===== src/rtl/fppa_pkg.sv =====
package fppa_pkg;

  typedef struct packed {
    logic [7:0] data_byte;
    logic       last_byte;
  } in_beat_t;

  typedef struct packed {
    logic [1:0]  data_mode;
    logic [31:0] listen_ip;
    logic [15:0] listen_port;
    logic [1:0]  data_command;
    logic        addr_updated;
  } out_beat_t;

  typedef enum logic [2:0] {
    PhIdle,
    PhParen,
    PhPort,
    PhPasv,
    PhDone
  } phase_e;

  localparam logic [1:0] ModeNone = 2'd0;
  localparam logic [1:0] ModePort = 2'd1;
  localparam logic [1:0] ModePasv = 2'd2;

  localparam logic [1:0] CmdNone = 2'd0;
  localparam logic [1:0] CmdList = 2'd1;
  localparam logic [1:0] CmdRetr = 2'd2;
  localparam logic [1:0] CmdStor = 2'd3;

  localparam int NumCand    = 5;
  localparam int PrefixMax  = 5;
  localparam int NumFields  = 6;
  localparam int CandPort   = 0;
  localparam int CandPasv   = 1;

  localparam logic [7:0] CharSpace  = 8'h20;
  localparam logic [7:0] CharComma  = 8'h2C;
  localparam logic [7:0] CharLParen = 8'h28;
  localparam logic [7:0] CharZero   = 8'h30;
  localparam logic [7:0] CharNine   = 8'h39;

  localparam logic [15:0] NumSat  = 16'hFFFF;
  localparam logic [7:0]  OctetMax = 8'd255;

  // "PORT ", "227", "LIST", "RETR ", "STOR "
  localparam logic [7:0] PrefixChar [NumCand][PrefixMax] = '{
    '{8'h50, 8'h4F, 8'h52, 8'h54, 8'h20},
    '{8'h32, 8'h32, 8'h37, 8'h00, 8'h00},
    '{8'h4C, 8'h49, 8'h53, 8'h54, 8'h00},
    '{8'h52, 8'h45, 8'h54, 8'h52, 8'h20},
    '{8'h53, 8'h54, 8'h4F, 8'h52, 8'h20}
  };

  localparam logic [2:0] PrefixLen [NumCand] = '{3'd5, 3'd3, 3'd4, 3'd5, 3'd5};

  localparam logic [1:0] PrefixCmd [NumCand] = '{CmdNone, CmdNone, CmdList, CmdRetr, CmdStor};

endpackage


===== src/rtl/ftp_port_pasv_address_parser.sv =====
// channel | signals                                 | beat
// in      | in_valid_i, in_ready_o, in_data_i       | one message byte, last mark
// out     | out_valid_o, out_ready_i, out_data_o    | one result per message
// one byte is taken per cycle while in_ready_o is high; its effect on the
// parse state and the result settle in that same cycle, the result coming
// from the output register in the cycle after the last byte of a message.
// input stalls only while a result is held and out_ready_i is low.
// reset clears the parse state, the stored address, mode and command.
module ftp_port_pasv_address_parser (
  input  logic                clk_i,
  input  logic                rst_ni,
  input  logic                in_valid_i,
  output logic                in_ready_o,
  input  fppa_pkg::in_beat_t  in_data_i,
  output logic                out_valid_o,
  input  logic                out_ready_i,
  output fppa_pkg::out_beat_t out_data_o
);

  logic [2:0]  pos_q, pos_d;
  logic [4:0]  flags_q, flags_d;
  fppa_pkg::phase_e phase_q, phase_d;
  logic [15:0] acc_q, acc_d;
  logic [15:0] nums_q [fppa_pkg::NumFields];
  logic [15:0] nums_d [fppa_pkg::NumFields];
  logic        err_q, err_d;
  logic [2:0]  idx_q, idx_d;
  logic        seen_q, seen_d;
  logic        upd_q, upd_d;
  logic [1:0]  mode_q, mode_d;
  logic [31:0] ip_q, ip_d;
  logic [15:0] port_q, port_d;
  logic [1:0]  cmd_q, cmd_d;

  logic                out_valid_q, out_valid_d;
  fppa_pkg::out_beat_t res_q, res_d;

  logic        in_fire;
  logic [7:0]  b;
  logic        is_digit;
  logic [19:0] acc_mul;
  logic        fin;
  logic        ok;

  assign in_ready_o  = !out_valid_q || out_ready_i;
  assign in_fire     = in_valid_i && in_ready_o;
  assign b           = in_data_i.data_byte;
  assign is_digit    = (b >= fppa_pkg::CharZero) && (b <= fppa_pkg::CharNine);
  assign acc_mul     = {1'b0, acc_q, 3'b000} + {3'b000, acc_q, 1'b0}
                     + {16'd0, b[3:0]};
  assign out_valid_o = out_valid_q;
  assign out_data_o  = res_q;

  always_comb begin
    pos_d   = pos_q;
    flags_d = flags_q;
    phase_d = phase_q;
    acc_d   = acc_q;
    nums_d  = nums_q;
    err_d   = err_q;
    idx_d   = idx_q;
    seen_d  = seen_q;
    upd_d   = upd_q;
    mode_d  = mode_q;
    ip_d    = ip_q;
    port_d  = port_q;
    cmd_d   = cmd_q;
    res_d   = res_q;
    fin     = 1'b0;
    ok      = 1'b0;
    if (in_fire) begin
      if (phase_q == fppa_pkg::PhPort || phase_q == fppa_pkg::PhPasv) begin
        if (is_digit) begin
          acc_d  = (acc_mul > {4'd0, fppa_pkg::NumSat}) ? fppa_pkg::NumSat : acc_mul[15:0];
          seen_d = 1'b1;
        end else if (b == fppa_pkg::CharSpace && !seen_q) begin
          // skip leading space
        end else if (b == fppa_pkg::CharComma) begin
          if (!seen_q) begin
            err_d = 1'b1;
            fin   = 1'b1;
          end else begin
            if (idx_d < 3'(fppa_pkg::NumFields)) begin
              for (int k = 0; k < fppa_pkg::NumFields; k++) begin
                if (idx_d == 3'(k)) nums_d[k] = acc_d;
              end
              idx_d = idx_d + 3'd1;
            end
            acc_d  = '0;
            seen_d = 1'b0;
            if (idx_d == 3'(fppa_pkg::NumFields)) fin = 1'b1;
          end
        end else begin
          if (seen_d && idx_d < 3'(fppa_pkg::NumFields)) begin
            for (int k = 0; k < fppa_pkg::NumFields; k++) begin
              if (idx_d == 3'(k)) nums_d[k] = acc_d;
            end
            idx_d = idx_d + 3'd1;
          end
          acc_d  = '0;
          seen_d = 1'b0;
          fin    = 1'b1;
        end
      end else if (phase_q == fppa_pkg::PhParen) begin
        if (b == fppa_pkg::CharLParen) phase_d = fppa_pkg::PhPasv;
      end else if (pos_q < 3'(fppa_pkg::PrefixMax)) begin
        for (int c = 0; c < fppa_pkg::NumCand; c++) begin
          if (pos_q < fppa_pkg::PrefixLen[c] && flags_q[c]) begin
            if (b != fppa_pkg::PrefixChar[c][pos_q]) begin
              flags_d[c] = 1'b0;
            end else if (pos_q + 3'd1 == fppa_pkg::PrefixLen[c]) begin
              if (c == fppa_pkg::CandPort) begin
                phase_d = fppa_pkg::PhPort;
              end else if (c == fppa_pkg::CandPasv) begin
                phase_d = fppa_pkg::PhParen;
              end else if (mode_q != fppa_pkg::ModeNone) begin
                cmd_d = fppa_pkg::PrefixCmd[c];
              end
            end
          end
        end
      end

      if (pos_q != 3'd7) pos_d = pos_q + 3'd1;

      // message end closes an open address
      if (in_data_i.last_byte && !fin &&
          (phase_d == fppa_pkg::PhPort || phase_d == fppa_pkg::PhPasv)) begin
        if (seen_d && idx_d < 3'(fppa_pkg::NumFields)) begin
          for (int k = 0; k < fppa_pkg::NumFields; k++) begin
            if (idx_d == 3'(k)) nums_d[k] = acc_d;
          end
          idx_d = idx_d + 3'd1;
        end
        acc_d  = '0;
        seen_d = 1'b0;
        fin    = 1'b1;
      end

      if (fin) begin
        ok = (idx_d == 3'(fppa_pkg::NumFields)) && !err_d
          && (nums_d[0] <= {8'd0, fppa_pkg::OctetMax})
          && (nums_d[1] <= {8'd0, fppa_pkg::OctetMax})
          && (nums_d[2] <= {8'd0, fppa_pkg::OctetMax})
          && (nums_d[3] <= {8'd0, fppa_pkg::OctetMax});
        if (ok) begin
          ip_d   = {nums_d[0][7:0], nums_d[1][7:0], nums_d[2][7:0], nums_d[3][7:0]};
          port_d = {nums_d[4][7:0], 8'h00} + nums_d[5];
          mode_d = (phase_d == fppa_pkg::PhPort) ? fppa_pkg::ModePort : fppa_pkg::ModePasv;
          upd_d  = 1'b1;
        end
        phase_d = fppa_pkg::PhDone;
      end

      if (in_data_i.last_byte) begin
        res_d.data_mode    = mode_d;
        res_d.listen_ip    = ip_d;
        res_d.listen_port  = port_d;
        res_d.data_command = cmd_d;
        res_d.addr_updated = upd_d;
        pos_d   = '0;
        flags_d = '1;
        phase_d = fppa_pkg::PhIdle;
        acc_d   = '0;
        nums_d  = '{default: '0};
        err_d   = 1'b0;
        idx_d   = '0;
        seen_d  = 1'b0;
        upd_d   = 1'b0;
      end
    end
  end

  always_comb begin
    if (in_fire && in_data_i.last_byte) begin
      out_valid_d = 1'b1;
    end else if (out_ready_i) begin
      out_valid_d = 1'b0;
    end else begin
      out_valid_d = out_valid_q;
    end
  end

  always_ff @(posedge clk_i or negedge rst_ni) begin
    if (!rst_ni) begin
      pos_q       <= '0;
      flags_q     <= '1;
      phase_q     <= fppa_pkg::PhIdle;
      acc_q       <= '0;
      nums_q      <= '{default: '0};
      err_q       <= 1'b0;
      idx_q       <= '0;
      seen_q      <= 1'b0;
      upd_q       <= 1'b0;
      mode_q      <= fppa_pkg::ModeNone;
      ip_q        <= '0;
      port_q      <= '0;
      cmd_q       <= fppa_pkg::CmdNone;
      out_valid_q <= 1'b0;
    end else begin
      pos_q       <= pos_d;
      flags_q     <= flags_d;
      phase_q     <= phase_d;
      acc_q       <= acc_d;
      nums_q      <= nums_d;
      err_q       <= err_d;
      idx_q       <= idx_d;
      seen_q      <= seen_d;
      upd_q       <= upd_d;
      mode_q      <= mode_d;
      ip_q        <= ip_d;
      port_q      <= port_d;
      cmd_q       <= cmd_d;
      out_valid_q <= out_valid_d;
    end
  end

  always_ff @(posedge clk_i) begin
    res_q <= res_d;
  end

endmodule


===== config.mk =====
export PLATFORM = sky130hd
export DESIGN_NAME = ftp_port_pasv_address_parser
export DESIGN_NICKNAME = d
export VERILOG_FILES = /design/src/rtl/fppa_pkg.sv /design/src/rtl/ftp_port_pasv_address_parser.sv
export SDC_FILE = /design/constraint.sdc
export NUM_CORES = 1
export LEC_CHECK = 0
export ABC_AREA = 0
export BUFFER_PORTS_ARGS = -buffer_cell sky130_fd_sc_hd__buf_4
export CAP_MARGIN = 20
export CORE_ASPECT_RATIO = 1.4
export CORE_MARGIN = 10
export CORE_UTILIZATION = 60
export CTS_CLUSTER_DIAMETER = 200
export DETAILED_ROUTE_END_ITERATION = 6
export PLACE_DENSITY_LB_ADDON = 0.25
export SYNTH_ARGS = -nofsm -noshare
export SYNTH_HDL_FRONTEND = slang
export SYNTH_SLANG_ARGS = --single-unit

===== constraint.sdc =====
create_clock -name clk_i -period 7.5 [get_ports clk_i]
set_input_delay 1.5 -clock clk_i [delete_from_list [all_inputs] [get_ports clk_i]]
set_output_delay 1.5 -clock clk_i [all_outputs]
set_load 0.02 [all_outputs]

### Yosys cells after proc, flatten, opt, wreduce, memory -nomap -nowiden

Memory sizes are Yosys's and may differ from the RTL's.
Index checks and enable logic that the tools add are counted.

| word-level totals | value |
|---|---|
| register bits | 235 |
| memories | 5 |
| input port bits | 13 |
| output and inout port bits | 55 |
| ROM bits | 320 |

| operators by class | value |
|---|---|
| $lt $le $gt $ge | 13 |
| bitwise gates (word level) | 1 |
| reductions and logical operators | 48 |
| $add $sub $neg | 6 |
| muxes and demuxes | 138 |
| equality and inequality tests | 31 |

Memory list:

| name | depth | width | rd ports | clocked after Yosys merged registers in | wr ports | RTL line | source |
|---|---|---|---|---|---|---|---|
| (name not given) | 8 | 8 | 1 | 0 | 0 | ftp_port_pasv_address_parser.sv:109 | `if (b != fppa_pkg::PrefixChar[c][pos_q]) begin` |
| (name not given) | 8 | 8 | 1 | 0 | 0 | ftp_port_pasv_address_parser.sv:109 |  |
| (name not given) | 8 | 8 | 1 | 0 | 0 | ftp_port_pasv_address_parser.sv:109 |  |
| (name not given) | 8 | 8 | 1 | 0 | 0 | ftp_port_pasv_address_parser.sv:109 |  |
| (name not given) | 8 | 8 | 1 | 0 | 0 | ftp_port_pasv_address_parser.sv:109 |  |

Operators by type and width:

| kind | number |
|---|---|
| two-way mux 96 bit | 11 |
| two-way mux 16 bit | 22 |
| two-way mux 3 bit | 33 |
| two-way mux 8 bit | 10 |
| less-or-equal comparator 16 x 8 -> 1 bit, second input constant | 4 |
| two-way mux 32 bit | 2 |
| != test 8 bit | 5 |
| two-way mux 2 bit | 19 |
| two-way mux 1 bit | 37 |
| AND reduction 6 bit | 5 |
| nonzero test 2 bit | 14 |
| == test 3 x 2 -> 1 bit, second input constant | 9 |
| == test 3 bit, second input constant | 8 |
| == test 8 x 6 -> 1 bit, second input constant | 3 |
| adder 19 x 17 -> 20 bit | 1 |
| adder 20 x 4 -> 20 bit | 1 |
| greater-than comparator 20 x 16 -> 1 bit, second input constant | 1 |
| two-way mux 5 bit | 4 |
| logical AND 1 bit | 18 |
| adder 16 bit | 1 |
| less-than comparator 3 bit, second input constant | 4 |
| adder 3 x 1 -> 3 bit, second input constant | 3 |
| == test 3 x 1 -> 1 bit, second input constant | 3 |
| >= comparator 8 x 6 -> 1 bit, second input constant | 1 |
| 10 further kinds | 18 |

### Logic depth before layout (Yosys ltp)

| depth | value |
|---|---|
| word-level depth | 30 |
| mapped depth | 25 |
| depth with buffers taken out | 23 |

### Worst setup path before layout

No wires, ideal clock.

| timing | value |
|---|---|
| path type | input -> register |
| start | in in_data_i[4] (netlist bit) |
| end | reg res_q, in the netlist out_data_o[18], data pin |
| slack | 1218 ps |
| data required time | 7238 ps |
| arrival time | 6020 ps |
| stages on the path | 21 |
| library setup time | 262 ps |
| buffers on the path | 1 |
| cell sequence | fa_1 -> fa_1 -> a211oi_1 -> o21ai_0 -> nand4_1 -> and3b_1 -> o22a_1 -> clkbuf_1 -> nand2_2 -> or3_1 -> o211ai_1 -> mux2i_1 -> ha_1 -> a21oi_1 -> o21bai_1 -> a21oi_1 -> o21bai_1 -> a21oi_1 -> xor2_1 -> xnor2_1 -> mux2_1 |

| between the ends | value |
|---|---|
| longest elaborated chain between the ends | 23 |
| elaborated cells on any way between the ends | 92 |

Ends and longest elaborated chain:

| item | RTL line | source |
|---|---|---|
| from (decl) | ftp_port_pasv_address_parser.sv:14 | `input fppa_pkg::in_beat_t in_data_i,` |
| branches (longest 22 deep; another with adder 20 x 4 -> 20 bit) | n/a |  |
| two-way mux 16 bit * | ftp_port_pasv_address_parser.sv:140 | `if (fin) begin` |
| to (signal assigned) | ftp_port_pasv_address_parser.sv:219 | `res_q <= res_d;` |
| to (decl) | ftp_port_pasv_address_parser.sv:36 | `fppa_pkg::out_beat_t res_q, res_d;` |

Mark *: on every way between the ends. The select of a mux whose other input is x is not followed.
A chain may end at the register's enable or synchronous reset.

### Final worst setup path

Ends and elaborated chain as after synthesis.

==> results.cfg <==
[power]
flop_pwr_share_pct = 48.7
power_switching_share_pct = 25.3
total_leakage_power_uw = 0.00729
comb_power_share_pct = 7.6
finalPower_uw = 2670
intPower_uw = 1990
vdd_drop_max_v = 0.000186
p_clk_share_pct = 43.7
p_switching_uw = 675
power.density_cell_area_mw_per_mm2 = 170

[synth]
yosysSeqAreaShare_pct = 42.2
synth_fa_ha_area_share_pct = 5.48
postSynthRegisterBits = 227
dominant_combinational_cell_family_by_area_after_synthesis = compound AO/OA/AOI/OAI gates
synth_edf_count = 53
yosys_warnings = 0
netlist_area_mm2 = 0.0141
synth_flop_cell = sky130_fd_sc_hd__dfrtp_1
synth-compound-area-share_pct = 19.4
netlist_instances = 1362
yosysUniqueCellTypes = 96
synthSimpleGateAreaFrac_pct = 11.6
synth_async_reset_ratio_pct = 76.7
synthesis.nets = 1435
xor_xnor_fraction_of_synth_area_pct = 1.61
yosys-mux-area-fraction_pct = 15.7
synth_area_per_cell_um2 = 10.4

[drt]
drc_violation_count_after_routing = 0
drtAntennaViolNets = 0
avgRoutedWirePerCell_um = 24.1
wire_length_reported_by_the_detailed_router_um = 41400
drt_pre_antenna_iters = 6
detailedRoute.firstIterationViolations = 1058
vias = 11350
routed_via_density = 6.60

[timing]
setup_viol = 0
worst_hold_slack_ns = 0.475
final_max_slew_viol_count = 0
slew_headroom_pct = 30.0
max_slew.worst_pin.slew_ns = 1.05
grt_setup_unrepaired = no
fin_crit_sh_pct = 87.1
fmaxAchievable_ghz = 0.153
timing.setup.tns_ns = 0
report.final.hold_viol_count = 0
layout_min_cycle_time_ns = 6.53
finalClockSkew_ns = 0.0132

[critical_path]
reg2reg_from = acc_q[7]
crit_path_start = in_data_i[4]
crit_fanout = 17
path_class = in -> reg
timing.critical_path.arrival_ns = 6.82
worst_ep_required_time_ns = 7.78
critical_path.endpoint_type = flip-flop
cp-start-kind = input port

[place]
gp_routability_congestion = 0.953
numPortBuffers = 67
place.detailed.hpwl_um = 28300

[die]
die-width_um = 150
placeableCoreArea_mm2 = 0.0232
floorplan.initialDensity_pct = 60.8
die_area_mm2 = 0.0302
boundaryPins = 68
core.rowCount = 66
die_y_um = 201

[global_route]
grt_first_pass_wirelength_um = 65400
global_route.usage.total_pct = 27.1
first_global_vias = 11337
grt_antenna_before_repair = 0
overall_overflow_remaining_after_global_route = 0
grt_max_degree = 65

[cts]
cts_clock_pin_slew_for_the_worst_setup_and_hold_paths_ns = 0.07
cts_tree = yes
post_cts.resized_instances = 0
clock_path_buffers = 3
post_cts.repair.setup_buffers = 0
hold_buffers = 0
cts_sinks = 227
number_of_buffers_created_by_cts = 23
clockRootBuffer = sky130_fd_sc_hd__clkbuf_16
clk_latency_ns = 0.54
htree_levels = 1

[cells_and_area]
area_growth_pct = 10.7
layout.nets = 1471
n_antenna_cell = 0
fraction_of_layout_cells_with_a_size_suffix_above_1_pct = 20.4
fill_cells = 1785

[min_path]
hp-class = reg -> reg
min_from = flags_q[2]

[run_status]
status = completed

[job]
drv.max_cap_violation_count = 0
cell type report:
cell class	count	area [µm²]	area share, %
flip-flops and latches	227	5950	38.1
clock inverters	13	113	0.720
inverters	33	124	0.792
multi-input cells	1008	7610	48.7
clock buffers	28	637	4.07
well taps	306	383	2.45
repair buffers	105	817	5.23
flip-flops by register name, indices dropped and copies added (netlist names):
name / flops
ip_q: 32
mode_q: 2
acc_q: 16
flags_q: 5
phase_q: 3
seen_q: 1
upd_q: 1
pos_q: 3
port_q: 16
idx_q: 3
cmd_q: 2
nums_q: 88
out_data_o: 53
out_valid_o: 1
err_q: 1
synthesized netlist by cell type (all sizes together) (5+ instances only):
master / n / share of area (%)
nor3: 17 / 0.60
a211oi: 9 / 0.51
buf: 31 / 1.5
nand4: 10 / 0.44
nor4: 14 / 0.62
a21o: 9 / 0.53
or3: 8 / 0.35
o41ai: 5 / 0.31
and2: 5 / 0.22
o31ai: 8 / 0.46
a21boi: 8 / 0.43
dfstp: 5 / 0.93
a32oi: 8 / 0.50
xnor2: 13 / 0.81
mux2i: 46 / 3.3
a22o: 70 / 4.3
mux2: 140 / 12
o21ai: 116 / 4.1
nor2: 77 / 2.1
inv: 33 / 0.88
a31oi: 13 / 0.79
and3: 12 / 0.53
ha: 57 / 5.1
clkbuf: 63 / 1.7
nand2b: 8 / 0.35
edfxtp: 53 / 11
dfrtp: 169 / 30
nand3: 16 / 0.64
a21oi: 91 / 3.3
o211ai: 18 / 1.1
nor2b: 6 / 0.27
xor2: 13 / 0.81
nand2: 138 / 3.7
power by group through the flow:
stage / clock (µW) / combinational (µW) / sequential (µW)
after detailed placement: 0 / 203 / 1320
final: 1160 / 203 / 1300
after floorplan: 0 / 103 / 1340
after CTS: 1170 / 203 / 1300
after global routing: 1220 / 221 / 1300
after global placement: 0 / 204 / 1320
layer usage:
| metal | part of all wire, % | vias to the layer above | track usage [%] |
|---|---|---|---|
| met5 | 0 | - | 0 |
| met4 | 6.5 | 0 | 14.9 |
| met3 | 6.5 | 155 | 3.97 |
| met2 | 49 | 527 | 45.0 |
| met1 | 38 | 5535 | 32.8 |
| li1 | - | 5133 | - |
worst max-delay path, cell delays in order:
cell and delay, ns:
sky130_fd_sc_hd__buf_4 0.18, sky130_fd_sc_hd__fa_1 0.55, sky130_fd_sc_hd__ha_1 0.34, sky130_fd_sc_hd__a211oi_1 0.31, sky130_fd_sc_hd__o211ai_1 0.16, sky130_fd_sc_hd__and2_1 0.19, sky130_fd_sc_hd__o311a_1 0.31, sky130_fd_sc_hd__o22a_1 0.35
sky130_fd_sc_hd__a31oi_1 0.69, sky130_fd_sc_hd__nand2_1 0.10, sky130_fd_sc_hd__o21ai_0 0.22, sky130_fd_sc_hd__ha_1 0.32, sky130_fd_sc_hd__a21o_1 0.16, sky130_fd_sc_hd__a21oi_1 0.25, sky130_fd_sc_hd__o21bai_1 0.09, sky130_fd_sc_hd__a21oi_1 0.23
sky130_fd_sc_hd__o21bai_1 0.10, sky130_fd_sc_hd__a21oi_1 0.18, sky130_fd_sc_hd__xor2_1 0.20, sky130_fd_sc_hd__xnor2_1 0.10, sky130_fd_sc_hd__mux2_1 0.29
kinds of logic after synthesis:
logic type,Yosys count
AOI/OAI and AO/OA,401
and+or+nand+nor,335
DFF,227
muxes,186
buffers and inverters,127
adders and majority gates,60
xor gates and xnor gates,26
per-stage QoR:
stage | utilization [%] | std cells | setup slack (ns) | instance area [µm²]
2_1_floorplan | - | 1362 | 1.22 | 14100
3_3_place_gp | 64.1 | 1679 | 0.637 | 14900
3_5_place_dp | 64.1 | 1679 | 0.497 | 14900
4_1_cts | 67.4 | 1720 | 1.03 | 15600
5_1_grt | 67.4 | 1720 | 0.614 | 15600
6_report | 67.4 | 1720 | 0.968 | 15600
path summary, 6_finish.rpt:
kind | endpoint | cells past startpoint | slack [ns]
max in group asynchronous | acc_q[9] | 2 | 5.28
hold reg to reg | flags_q[2] | 2 | 0.48
min in group asynchronous | nums_q[13] | 1 | 0.95
hold / removal | flags_q[2] | 2 | 0.48
setup / recovery | out_data_o[18] | 21 | 0.97
setup reg to reg | out_data_o[18] | 20 | 1.37
cell usage in the layout (no fill, tap or decap), types with 10 or more instances in the layout:
cell / instances
sky130_fd_sc_hd__o21ai_0: 113
sky130_fd_sc_hd__dfrtp_1: 169
sky130_fd_sc_hd__ha_1: 57
sky130_fd_sc_hd__a31oi_1: 11
sky130_fd_sc_hd__a22o_1: 70
sky130_fd_sc_hd__nand3_1: 14
sky130_fd_sc_hd__nor2_1: 74
sky130_fd_sc_hd__mux2_1: 26
sky130_fd_sc_hd__clkbuf_16: 25
sky130_fd_sc_hd__buf_4: 102
sky130_fd_sc_hd__and3_1: 12
sky130_fd_sc_hd__mux2_4: 49
sky130_fd_sc_hd__o211ai_1: 16
sky130_fd_sc_hd__nand2_1: 135
sky130_fd_sc_hd__a21oi_1: 90
sky130_fd_sc_hd__xnor2_1: 13
sky130_fd_sc_hd__edfxtp_1: 53
sky130_fd_sc_hd__nor4_1: 14
sky130_fd_sc_hd__mux2_2: 65
sky130_fd_sc_hd__inv_1: 31
sky130_fd_sc_hd__nor3_1: 17
sky130_fd_sc_hd__mux2i_1: 46
sky130_fd_sc_hd__nand4_1: 10
sky130_fd_sc_hd__xor2_1: 13
Note: power is estimated with default switching activity, not from simulation.
